**src/rtl/nsl_pkg.sv**
```systemverilog
// shared types and constants for the nearest symbol lookup block
`default_nettype none

package nsl_pkg;

	localparam int unsigned AddrWidth = 4;
	localparam int unsigned DataWidth = 64;

	// register indexes, taken from paddr[3]
	localparam logic RegQueryAddr = 1'b0;

	localparam logic [7:0] TypeMask   = 8'h0F;
	localparam logic [3:0] TypeNone   = 4'd0;
	localparam logic [3:0] TypeObject = 4'd1;
	localparam logic [3:0] TypeFunc   = 4'd2;

	// classified entry passed from the front to the back
	typedef struct packed {
		logic        eligible;
		logic        contain;
		logic        last;
		logic [63:0] value;
		logic [63:0] size;
		logic [7:0]  info;
		logic [15:0] section;
		logic [31:0] name_ref;
		logic [63:0] delta;
	} cls_word_t;

endpackage

`default_nettype wire

```
**src/rtl/nsl_if.sv**
```systemverilog
// stream interfaces for symbol entries and lookup results
`default_nettype none

interface nsl_in_if;
	logic        valid;
	logic        ready;
	logic [63:0] sym_value;
	logic [63:0] sym_size;
	logic [7:0]  sym_info;
	logic [15:0] sym_section;
	logic [31:0] name_ref;
	logic        has_name;
	logic        last_entry;

	modport source (
		output valid, sym_value, sym_size, sym_info, sym_section, name_ref,
			has_name, last_entry,
		input ready
	);
	modport sink (
		input valid, sym_value, sym_size, sym_info, sym_section, name_ref,
			has_name, last_entry,
		output ready
	);
endinterface

interface nsl_out_if;
	logic        valid;
	logic        ready;
	logic        found;
	logic        contains;
	logic [63:0] match_value;
	logic [63:0] match_size;
	logic [7:0]  match_info;
	logic [15:0] match_section;
	logic [31:0] match_name_ref;
	logic [63:0] addr_offset;

	modport source (
		output valid, found, contains, match_value, match_size, match_info,
			match_section, match_name_ref, addr_offset,
		input ready
	);
	modport sink (
		input valid, found, contains, match_value, match_size, match_info,
			match_section, match_name_ref, addr_offset,
		output ready
	);
endinterface

`default_nettype wire

```
**src/rtl/nsl_front.sv**
```systemverilog
// front end: accepts symbol entries and classifies them against the query address
`default_nettype none

module nsl_front (
	nsl_in_if.sink            entry,
	input  wire logic [63:0]  query_addr,
	input  wire logic         queue_full,
	output nsl_pkg::cls_word_t push_word,
	output logic              push
);
	import nsl_pkg::*;

	logic [3:0]  sym_type;
	logic        type_ok;
	logic [63:0] range_end;

	assign entry.ready = !queue_full;
	assign push        = entry.valid && entry.ready;

	assign sym_type  = 4'(entry.sym_info & TypeMask);
	assign type_ok   = (sym_type == TypeNone) || (sym_type == TypeObject) ||
		(sym_type == TypeFunc);
	// end of range wraps modulo 2^64
	assign range_end = entry.sym_value + entry.sym_size;

	always_comb begin
		push_word.eligible = entry.has_name && (entry.sym_section != 16'd0) &&
			(query_addr >= entry.sym_value) && type_ok;
		push_word.contain  = (entry.sym_size != 64'd0) && (query_addr < range_end);
		push_word.last     = entry.last_entry;
		push_word.value    = entry.sym_value;
		push_word.size     = entry.sym_size;
		push_word.info     = entry.sym_info;
		push_word.section  = entry.sym_section;
		push_word.name_ref = entry.name_ref;
		push_word.delta    = query_addr - entry.sym_value;
	end

endmodule

`default_nettype wire

```
**src/rtl/nsl_queue.sv**
```systemverilog
// small queue of classified entries between the front and the back
`default_nettype none

module nsl_queue #(
	parameter int unsigned Depth = 4
) (
	input  wire logic               clk,
	input  wire logic               arst_n,
	input  wire logic               push,
	input  wire nsl_pkg::cls_word_t push_word,
	output logic                    full,
	input  wire logic               pop,
	output nsl_pkg::cls_word_t      pop_word,
	output logic                    empty
);
	import nsl_pkg::*;

	localparam int unsigned PtrW = (Depth > 1) ? $clog2(Depth) : 1;
	localparam int unsigned CntW = $clog2(Depth + 1);

	cls_word_t         mem_q [Depth];
	logic [PtrW-1:0]   wr_ptr_q;
	logic [PtrW-1:0]   rd_ptr_q;
	logic [CntW-1:0]   count_q;

	assign full     = (count_q == CntW'(Depth));
	assign empty    = (count_q == '0);
	assign pop_word = mem_q[rd_ptr_q];

	function automatic logic [PtrW-1:0] ptr_next(input logic [PtrW-1:0] p);
		if (p == PtrW'(Depth - 1)) begin
			return '0;
		end
		return p + PtrW'(1);
	endfunction

	always_ff @(posedge clk) begin
		if (push) begin
			mem_q[wr_ptr_q] <= push_word;
		end
	end

	always_ff @(posedge clk or negedge arst_n) begin
		if (!arst_n) begin
			wr_ptr_q <= '0;
			rd_ptr_q <= '0;
			count_q  <= '0;
		end else begin
			if (push) begin
				wr_ptr_q <= ptr_next(wr_ptr_q);
			end
			if (pop) begin
				rd_ptr_q <= ptr_next(rd_ptr_q);
			end
			if (push && !pop) begin
				count_q <= count_q + CntW'(1);
			end else if (pop && !push) begin
				count_q <= count_q - CntW'(1);
			end
		end
	end

`ifndef SYNTHESIS
	a_no_push_full: assert property (@(posedge clk) disable iff (!arst_n)
		push |-> !full)
		else $error("push into full queue");
	a_no_pop_empty: assert property (@(posedge clk) disable iff (!arst_n)
		pop |-> !empty)
		else $error("pop from empty queue");
	a_count_bound: assert property (@(posedge clk) disable iff (!arst_n)
		count_q <= CntW'(Depth))
		else $error("queue count out of range");
`endif

endmodule

`default_nettype wire

```
**src/rtl/nsl_back.sv**
```systemverilog
// back end: keeps the running best match and emits the result on the last entry
`default_nettype none

module nsl_back (
	input  wire logic               clk,
	input  wire logic               arst_n,
	input  wire nsl_pkg::cls_word_t word,
	input  wire logic               queue_empty,
	output logic                    pop,
	nsl_out_if.source               result
);
	import nsl_pkg::*;

	logic        have_cont_q;
	logic        have_prec_q;
	logic [63:0] best_start_q;
	logic [63:0] best_length_q;
	logic [7:0]  best_info_q;
	logic [15:0] best_section_q;
	logic [31:0] best_name_q;
	logic [63:0] best_delta_q;

	logic        out_valid_q;
	logic        found_q;
	logic        contains_q;
	logic [63:0] value_q;
	logic [63:0] size_q;
	logic [7:0]  info_q;
	logic [15:0] section_q;
	logic [31:0] name_q;
	logic [63:0] offset_q;

	logic        higher;
	logic        take_cont;
	logic        take_prec;
	logic        take;
	logic        nxt_cont;
	logic        nxt_prec;
	logic [63:0] nxt_start;
	logic [63:0] nxt_length;
	logic [7:0]  nxt_info;
	logic [15:0] nxt_section;
	logic [31:0] nxt_name;
	logic [63:0] nxt_delta;

	// only a last word needs the output register, which frees up as the
	// current result is taken
	assign pop = !queue_empty && (!word.last || !out_valid_q || result.ready);

	assign higher    = word.value > best_start_q;
	assign take_cont = word.eligible && word.contain && (!have_cont_q || higher);
	assign take_prec = word.eligible && !word.contain && !have_cont_q &&
		(!have_prec_q || higher);
	assign take      = take_cont || take_prec;

	assign nxt_cont    = have_cont_q || take_cont;
	assign nxt_prec    = have_prec_q || take_prec;
	assign nxt_start   = take ? word.value    : best_start_q;
	assign nxt_length  = take ? word.size     : best_length_q;
	assign nxt_info    = take ? word.info     : best_info_q;
	assign nxt_section = take ? word.section  : best_section_q;
	assign nxt_name    = take ? word.name_ref : best_name_q;
	assign nxt_delta   = take ? word.delta    : best_delta_q;

	always_ff @(posedge clk or negedge arst_n) begin
		if (!arst_n) begin
			have_cont_q    <= 1'b0;
			have_prec_q    <= 1'b0;
			best_start_q   <= '0;
			best_length_q  <= '0;
			best_info_q    <= '0;
			best_section_q <= '0;
			best_name_q    <= '0;
			best_delta_q   <= '0;
		end else if (pop) begin
			if (word.last) begin
				// search done, start fresh
				have_cont_q    <= 1'b0;
				have_prec_q    <= 1'b0;
				best_start_q   <= '0;
				best_length_q  <= '0;
				best_info_q    <= '0;
				best_section_q <= '0;
				best_name_q    <= '0;
				best_delta_q   <= '0;
			end else begin
				have_cont_q    <= nxt_cont;
				have_prec_q    <= nxt_prec;
				best_start_q   <= nxt_start;
				best_length_q  <= nxt_length;
				best_info_q    <= nxt_info;
				best_section_q <= nxt_section;
				best_name_q    <= nxt_name;
				best_delta_q   <= nxt_delta;
			end
		end
	end

	always_ff @(posedge clk or negedge arst_n) begin
		if (!arst_n) begin
			out_valid_q <= 1'b0;
		end else if (pop && word.last) begin
			out_valid_q <= 1'b1;
		end else if (result.ready) begin
			out_valid_q <= 1'b0;
		end
	end

	// best fields stay zero until something is taken, so no match reads as zeros
	always_ff @(posedge clk) begin
		if (pop && word.last) begin
			found_q    <= nxt_cont || nxt_prec;
			contains_q <= nxt_cont;
			value_q    <= nxt_start;
			size_q     <= nxt_length;
			info_q     <= nxt_info;
			section_q  <= nxt_section;
			name_q     <= nxt_name;
			offset_q   <= nxt_delta;
		end
	end

	assign result.valid          = out_valid_q;
	assign result.found          = found_q;
	assign result.contains       = contains_q;
	assign result.match_value    = value_q;
	assign result.match_size     = size_q;
	assign result.match_info     = info_q;
	assign result.match_section  = section_q;
	assign result.match_name_ref = name_q;
	assign result.addr_offset    = offset_q;

`ifndef SYNTHESIS
	a_clear_after_last: assert property (@(posedge clk) disable iff (!arst_n)
		(pop && word.last) |=> (!have_cont_q && !have_prec_q && best_start_q == '0))
		else $error("state not cleared after last entry");
	a_result_from_last: assert property (@(posedge clk) disable iff (!arst_n)
		$rose(out_valid_q) |-> $past(pop && word.last))
		else $error("result raised without a last entry");
`endif

endmodule

`default_nettype wire

```
**src/rtl/nearest_symbol_lookup.sv**
```systemverilog
// nearest_symbol_lookup: one symbol entry per cycle while the queue is not full; the last
// entry is written into the queue and its result is then registered in the back end
// the classify compare sits in the front and the best-start compare in the back,
// with a queue of QueueDepth words between them
// arst_n clears the query address, the running best match, the queue and the
// result valid; the search state is also cleared after each last entry
`default_nettype none

module nearest_symbol_lookup #(
	parameter int unsigned QueueDepth = 4
) (
	input  wire logic                             clk,
	input  wire logic                             arst_n,
	input  wire logic                             psel,
	input  wire logic                             penable,
	input  wire logic                             pwrite,
	input  wire logic [nsl_pkg::AddrWidth-1:0]    paddr,
	input  wire logic [nsl_pkg::DataWidth-1:0]    pwdata,
	output logic      [nsl_pkg::DataWidth-1:0]    prdata,
	output logic                                  pready,
	nsl_in_if.sink                                entry,
	nsl_out_if.source                             result
);
	import nsl_pkg::*;

	logic [63:0] query_addr_q;
	logic        reg_index;
	logic        cfg_write;
	cls_word_t   push_word;
	cls_word_t   pop_word;
	logic        push;
	logic        pop;
	logic        full;
	logic        empty;

	assign pready    = 1'b1;
	assign reg_index = paddr[3];
	assign cfg_write = psel && penable && pwrite && pready;

	always_ff @(posedge clk or negedge arst_n) begin
		if (!arst_n) begin
			query_addr_q <= '0;
		end else if (cfg_write && reg_index == RegQueryAddr) begin
			query_addr_q <= pwdata;
		end
	end

	always_comb begin
		unique case (reg_index)
			RegQueryAddr: prdata = query_addr_q;
			default:      prdata = '0;
		endcase
	end

	nsl_front u_front (
		.entry      (entry),
		.query_addr (query_addr_q),
		.queue_full (full),
		.push_word  (push_word),
		.push       (push)
	);

	nsl_queue #(
		.Depth (QueueDepth)
	) u_queue (
		.clk       (clk),
		.arst_n    (arst_n),
		.push      (push),
		.push_word (push_word),
		.full      (full),
		.pop       (pop),
		.pop_word  (pop_word),
		.empty     (empty)
	);

	nsl_back u_back (
		.clk         (clk),
		.arst_n      (arst_n),
		.word        (pop_word),
		.queue_empty (empty),
		.pop         (pop),
		.result      (result)
	);

endmodule

`default_nettype wire

```
**src/flat_wrapper.sv**
```systemverilog
// flat-port wrapper written by rule: the top's interface ports become plain ports
module nearest_symbol_lookup_flat import nsl_pkg::*;
#(
	parameter int unsigned QueueDepth = 4
)
  (clk, arst_n, psel, penable, pwrite, paddr, pwdata, prdata, pready, entry_valid, entry_sym_value, entry_sym_size, entry_sym_info, entry_sym_section, entry_name_ref, entry_has_name, entry_last_entry, entry_ready, result_valid, result_found, result_contains, result_match_value, result_match_size, result_match_info, result_match_section, result_match_name_ref, result_addr_offset, result_ready);
  nsl_in_if entry_i ();
  nsl_out_if result_i ();
  input  wire logic clk;
  input  wire logic arst_n;
  input  wire logic psel;
  input  wire logic penable;
  input  wire logic pwrite;
  input  wire logic [nsl_pkg::AddrWidth-1:0] paddr;
  input  wire logic [nsl_pkg::DataWidth-1:0] pwdata;
  output logic      [nsl_pkg::DataWidth-1:0] prdata;
  output logic pready;
  input wire logic [$bits(entry_i.valid)-1:0] entry_valid;
  input wire logic [$bits(entry_i.sym_value)-1:0] entry_sym_value;
  input wire logic [$bits(entry_i.sym_size)-1:0] entry_sym_size;
  input wire logic [$bits(entry_i.sym_info)-1:0] entry_sym_info;
  input wire logic [$bits(entry_i.sym_section)-1:0] entry_sym_section;
  input wire logic [$bits(entry_i.name_ref)-1:0] entry_name_ref;
  input wire logic [$bits(entry_i.has_name)-1:0] entry_has_name;
  input wire logic [$bits(entry_i.last_entry)-1:0] entry_last_entry;
  output wire logic [$bits(entry_i.ready)-1:0] entry_ready;
  output wire logic [$bits(result_i.valid)-1:0] result_valid;
  output wire logic [$bits(result_i.found)-1:0] result_found;
  output wire logic [$bits(result_i.contains)-1:0] result_contains;
  output wire logic [$bits(result_i.match_value)-1:0] result_match_value;
  output wire logic [$bits(result_i.match_size)-1:0] result_match_size;
  output wire logic [$bits(result_i.match_info)-1:0] result_match_info;
  output wire logic [$bits(result_i.match_section)-1:0] result_match_section;
  output wire logic [$bits(result_i.match_name_ref)-1:0] result_match_name_ref;
  output wire logic [$bits(result_i.addr_offset)-1:0] result_addr_offset;
  input wire logic [$bits(result_i.ready)-1:0] result_ready;
  assign entry_i.valid = entry_valid;
  assign entry_i.sym_value = entry_sym_value;
  assign entry_i.sym_size = entry_sym_size;
  assign entry_i.sym_info = entry_sym_info;
  assign entry_i.sym_section = entry_sym_section;
  assign entry_i.name_ref = entry_name_ref;
  assign entry_i.has_name = entry_has_name;
  assign entry_i.last_entry = entry_last_entry;
  assign entry_ready = entry_i.ready;
  assign result_valid = result_i.valid;
  assign result_found = result_i.found;
  assign result_contains = result_i.contains;
  assign result_match_value = result_i.match_value;
  assign result_match_size = result_i.match_size;
  assign result_match_info = result_i.match_info;
  assign result_match_section = result_i.match_section;
  assign result_match_name_ref = result_i.match_name_ref;
  assign result_addr_offset = result_i.addr_offset;
  assign result_i.ready = result_ready;
  nearest_symbol_lookup #(.QueueDepth(QueueDepth)) u_core (.clk(clk), .arst_n(arst_n), .psel(psel), .penable(penable), .pwrite(pwrite), .paddr(paddr), .pwdata(pwdata), .prdata(prdata), .pready(pready), .entry(entry_i), .result(result_i));
endmodule
```
**config.mk**
```make
export PLATFORM = sky130hd
export DESIGN_NAME = nearest_symbol_lookup_flat
export DESIGN_NICKNAME = d
export VERILOG_FILES = /design/src/rtl/nsl_pkg.sv /design/src/rtl/nsl_if.sv /design/src/rtl/nsl_front.sv /design/src/rtl/nsl_queue.sv /design/src/rtl/nsl_back.sv /design/src/rtl/nearest_symbol_lookup.sv /design/src/flat_wrapper.sv
export SDC_FILE = /design/constraint.sdc
export NUM_CORES = 2
export LEC_CHECK = 0
export ABC_CLOCK_PERIOD_IN_PS = 10400
export BUFFER_PORTS_ARGS = -buffer_cell sky130_fd_sc_hd__buf_2
export CORE_ASPECT_RATIO = 1.1
export CORE_MARGIN = 4
export CORE_UTILIZATION = 60
export CTS_CLUSTER_DIAMETER = 40
export DETAILED_ROUTE_END_ITERATION = 6
export GPL_TIMING_DRIVEN = 0
export MAX_ROUTING_LAYER = met4
export PLACE_DENSITY = 0.85
export SETUP_SLACK_MARGIN = 0.2
export SYNTH_ARGS = -nofsm -noshare
export SYNTH_HDL_FRONTEND = slang
export SYNTH_SLANG_ARGS = --single-unit
export TNS_END_PERCENT = 20
```
**constraint.sdc**
```tcl
create_clock -name clk -period 10.4 [get_ports clk]
set_clock_uncertainty 0.2 [all_clocks]
set_input_delay 0.52 -clock clk [delete_from_list [all_inputs] [get_ports clk]]
set_output_delay 0.52 -clock clk [all_outputs]
set_load 0.02 [all_outputs]
```
==> flow_metrics.py <==
metrics = {
    "synthesis": {
        "synth-compound-area-share_pct": 8.30,
        "ys_seq_area_share_pct": 65.9,
        "synthXorXnorAreaFrac_pct": 1.51,
        "syn_inst": 4231,
        "ys_warn_count": 0,
        "synth-edff-count": 1254,
        "ys_ff_latch": 1576,
        "syn_area_um2": 69400,
        "synthAdderAreaFrac_pct": 4.78,
        "synth_area_leaders": "edfxtp_1, dfrtp_1, mux4_2, mux2_2, ha_1",
        "syn-num-nets": 4755,
        "netlist.area_leader.share_pct": 54.3,
        "netlist-cell-type-count": 81,
        "syn_avg_cell_area_um2": 16.4,
        "synthFlopType": "edfxtp_1",
        "yosysTopAreaCell": "edfxtp_1",
        "synth_top_family_by_area": "multiplexers",
        "async_flop_share_pct": 20.4,
        "synth.area.mux_share_pct": 13.2,
        "synth-simple-area-share_pct": 4.00,
    },
    "place": {
        "finalWeightedCongestion": 0.920,
        "port_buffers": 573,
        "dp_hpwl_um": 138000,
    },
    "run_status": {
        "status": "completed",
    },
    "cells_and_area": {
        "multiInputGateArea_um2": 22100,
        "drive_above_1_share_pct": 29.2,
        "fill_cells": 6722,
        "seq_area_um2": 45700,
        "area_growth_pct": 20.2,
        "final_cell_mix": "edfxtp_1, buf_2, dfrtp_1",
        "layout.nets": 5785,
        "final_common_cell": "edfxtp_1",
    },
    "grt": {
        "grt_usage_pct": 35.5,
        "grt_pass1_wl_um": 306000,
        "grt_pass1_vias": 46000,
        "antenna_found_initial": 16,
        "grt_max_degree": 102,
        "globalRouteOverflowTotal": 0,
    },
    "drt": {
        "drt_iter0_markers": 4978,
        "routedWlPerCell_um": 30.1,
        "first_pass_iters": 6,
        "drc_errors": 0,
        "post_drt_via_cell_ratio": 6.50,
        "vias": 45100,
        "wirelength_um": 209000,
        "detail-route-antenna-nets": 0,
    },
    "job": {
        "cap_violations": 0,
    },
    "power_and_ir_drop": {
        "powerDensity_nw_per_um2": 325,
        "power_leakage_nw": 32.5,
        "totalPowerFinal_mw": 27.1,
        "vdd_ir_drop_max_mv": 0.271,
    },
    "floorplan": {
        "die_h_um": 365,
        "die_w_um": 332,
        "initial_core_util_pct": 60.6,
        "core_area_um2": 115000,
        "io_pins": 578,
        "rows": 130,
        "dieArea_um2": 121000,
    },
    "clocking": {
        "root_buffer": "clkbuf_16",
        "cts_resized": 0,
        "htreeDepth": 4,
        "clk-insertion-delay-late_ps": 820,
        "numCtsBuffers": 175,
        "post-cts-setup-buffers": 0,
        "cts_tree": "built",
        "cts_sinks": 1576,
        "clkTransAtPathRegs_ps": 60,
        "ctsHoldBuffers": 252,
        "clock_path_buffers": 3,
    },
    "timing": {
        "rsz0062_at_grt": "false",
        "fmax_ghz": 0.120,
        "slew_viol_final": 0,
        "whs_ps": 77.8,
        "layout_min_cycle_time_ps": 8350,
        "min_period_over_period_pct": 80.2,
        "maxSlewHeadroom_pct": 13.1,
        "worst_pin_slew_ps": 1300,
        "hold_viol": 0,
        "setup_viol": 0,
    },
    "setup_path": {
        "slowest_delay_ps": 1010,
        "critical_path_class": "reg2reg",
        "cp_max_fo": 10,
        "cpMostUsedCell": "clkbuf_1",
        "cp_cell_sequence": "clkbuf_1 -> clkbuf_1 -> clkbuf_1 -> mux4_2 -> ha_1 -> nand4_1 -> or3_1 -> nor2_1 -> nand2_1 -> a21oi_1 -> o221ai_2 -> nor3_1 -> clkbuf_1 -> buf_2 -> a22o_1",
        "cp-start-kind": "register",
        "slowest_stage": "clkbuf_1",
        "cp_num_buf_inv": 5,
        "end_kind": "register",
        "path_depth": 15,
        "worstPathArrival_ps": 8870,
        "cp_top_family": "buffers and inverters",
        "reg2reg_depth": 15,
        "cp.required_ps": 10920,
    },
    "worst_hold_path": {
        "min_path_cells": 3,
        "hp-class": "in2reg",
    },
}
[metal layers]
layer	share of wire, %	GRT usage [%]
met1	37	44.6
met2	48	55.5
met3	9.2	6.95
met4	6.1	18.8
met5	0	-
[registers in the layout, indices dropped and copies added (netlist names), 8 cells and up]
name and cells:
u_core.u_back.best_delta_q 64, u_core.u_back.result.match_info 8, u_core.u_back.result.match_section 16, u_core.u_back.result.match_size 64
u_core.u_queue.mem_q 1004, u_core.query_addr_q 64, u_core.u_back.best_length_q 64, u_core.u_back.best_start_q 64
u_core.u_back.best_section_q 16, u_core.u_back.result.match_name_ref 32, u_core.u_back.result.match_value 64, u_core.u_back.result.addr_offset 64
u_core.u_back.best_info_q 8, u_core.u_back.best_name_q 32
[final cells by class]
class / instances / share of cell area (%)
clock inverter: 102 / 1.37
tap: 1518 / 2.28
buffer: 201 / 1.15
clock buffer: 226 / 5.72
sequential: 1576 / 54.8
multi-input combinational: 2283 / 26.5
timing repair buffer: 853 / 7.37
inverter: 171 / 0.770
antenna: 15 / 0.0450
[where the power goes]
part           total (mW)  internal, mW  switching [mW]  leakage, nW
Combinational        10.9          4.23            6.65         13.8
Sequential           9.94          9.23           0.709         15.9
Clock                6.30          3.63            2.67         2.86
Total                27.1          17.1            10.0         32.5
[metrics by stage]
step / std cells / instance area (µm²) / utilization (%) / worst slack, ps / setup TNS, ps
floorplan: 4231 / 69400 / - / 2360 / 0
global placement: 6322 / 74100 / 64.7 / -1670 / -1898970
detailed placement: 6350 / 74900 / 65.4 / 2090 / 0
global route: 6942 / 83400 / 72.8 / 1880 / 0
finish: 6945 / 83400 / 72.8 / 2050 / 0
CTS: 6930 / 83400 / 72.8 / 2120 / 0
[cell families (layout without fill, tap and decap cells)]
group / Yosys count / count (layout)
compound gates: 804 / 804
simple gates: 532 / 532
buf+inv: 372 / 1553
fa+ha+maj: 263 / 263
mux: 563 / 563
other cells: 1 / 16
flops: 1576 / 1576
xor+xnor: 120 / 120
[final timing paths]
path	startpoint	end	slack, ps
worst min-delay path	result_ready	u_core.u_back.result.valid	80
worst max register to register	u_core.u_queue.rd_ptr_q[1]	u_core.u_back.best_start_q[2]	2050
max in group asynchronous	arst_n	u_core.u_back.best_delta_q[51]	9160
worst min register to register	u_core.u_back.best_length_q[58]	u_core.u_back.best_length_q[58]	290
min in group asynchronous	arst_n	u_core.u_back.best_length_q[27]	130
worst max-delay path	u_core.u_queue.rd_ptr_q[1]	u_core.u_back.best_start_q[2]	2050
[worst register-to-register path, delay by kind of cell (launching register included)]
family	cells	cell delay, ps
multiplexers	1	460
buffers and inverters	5	3780
AND/OR/NAND/NOR	5	1880
adder cells (fa/ha/maj)	1	330
AO/OA/AOI/OAI	3	1280
flip-flops	1	340
[cells in the mapped netlist (all sizes together), types with 36 or more instances]
cell,number
buf,92
clkbuf,109
nor2b,100
mux2,312
dfrtp,322
xnor2,76
nand2,103
nand3,36
nor2,105
nand4,64
a21o,103
o21ai,107
a21oi,181
mux4,251
a22o,249
ha,260
inv,171
edfxtp,1254
xor2,44
Power figures use the tool's default switching activity.
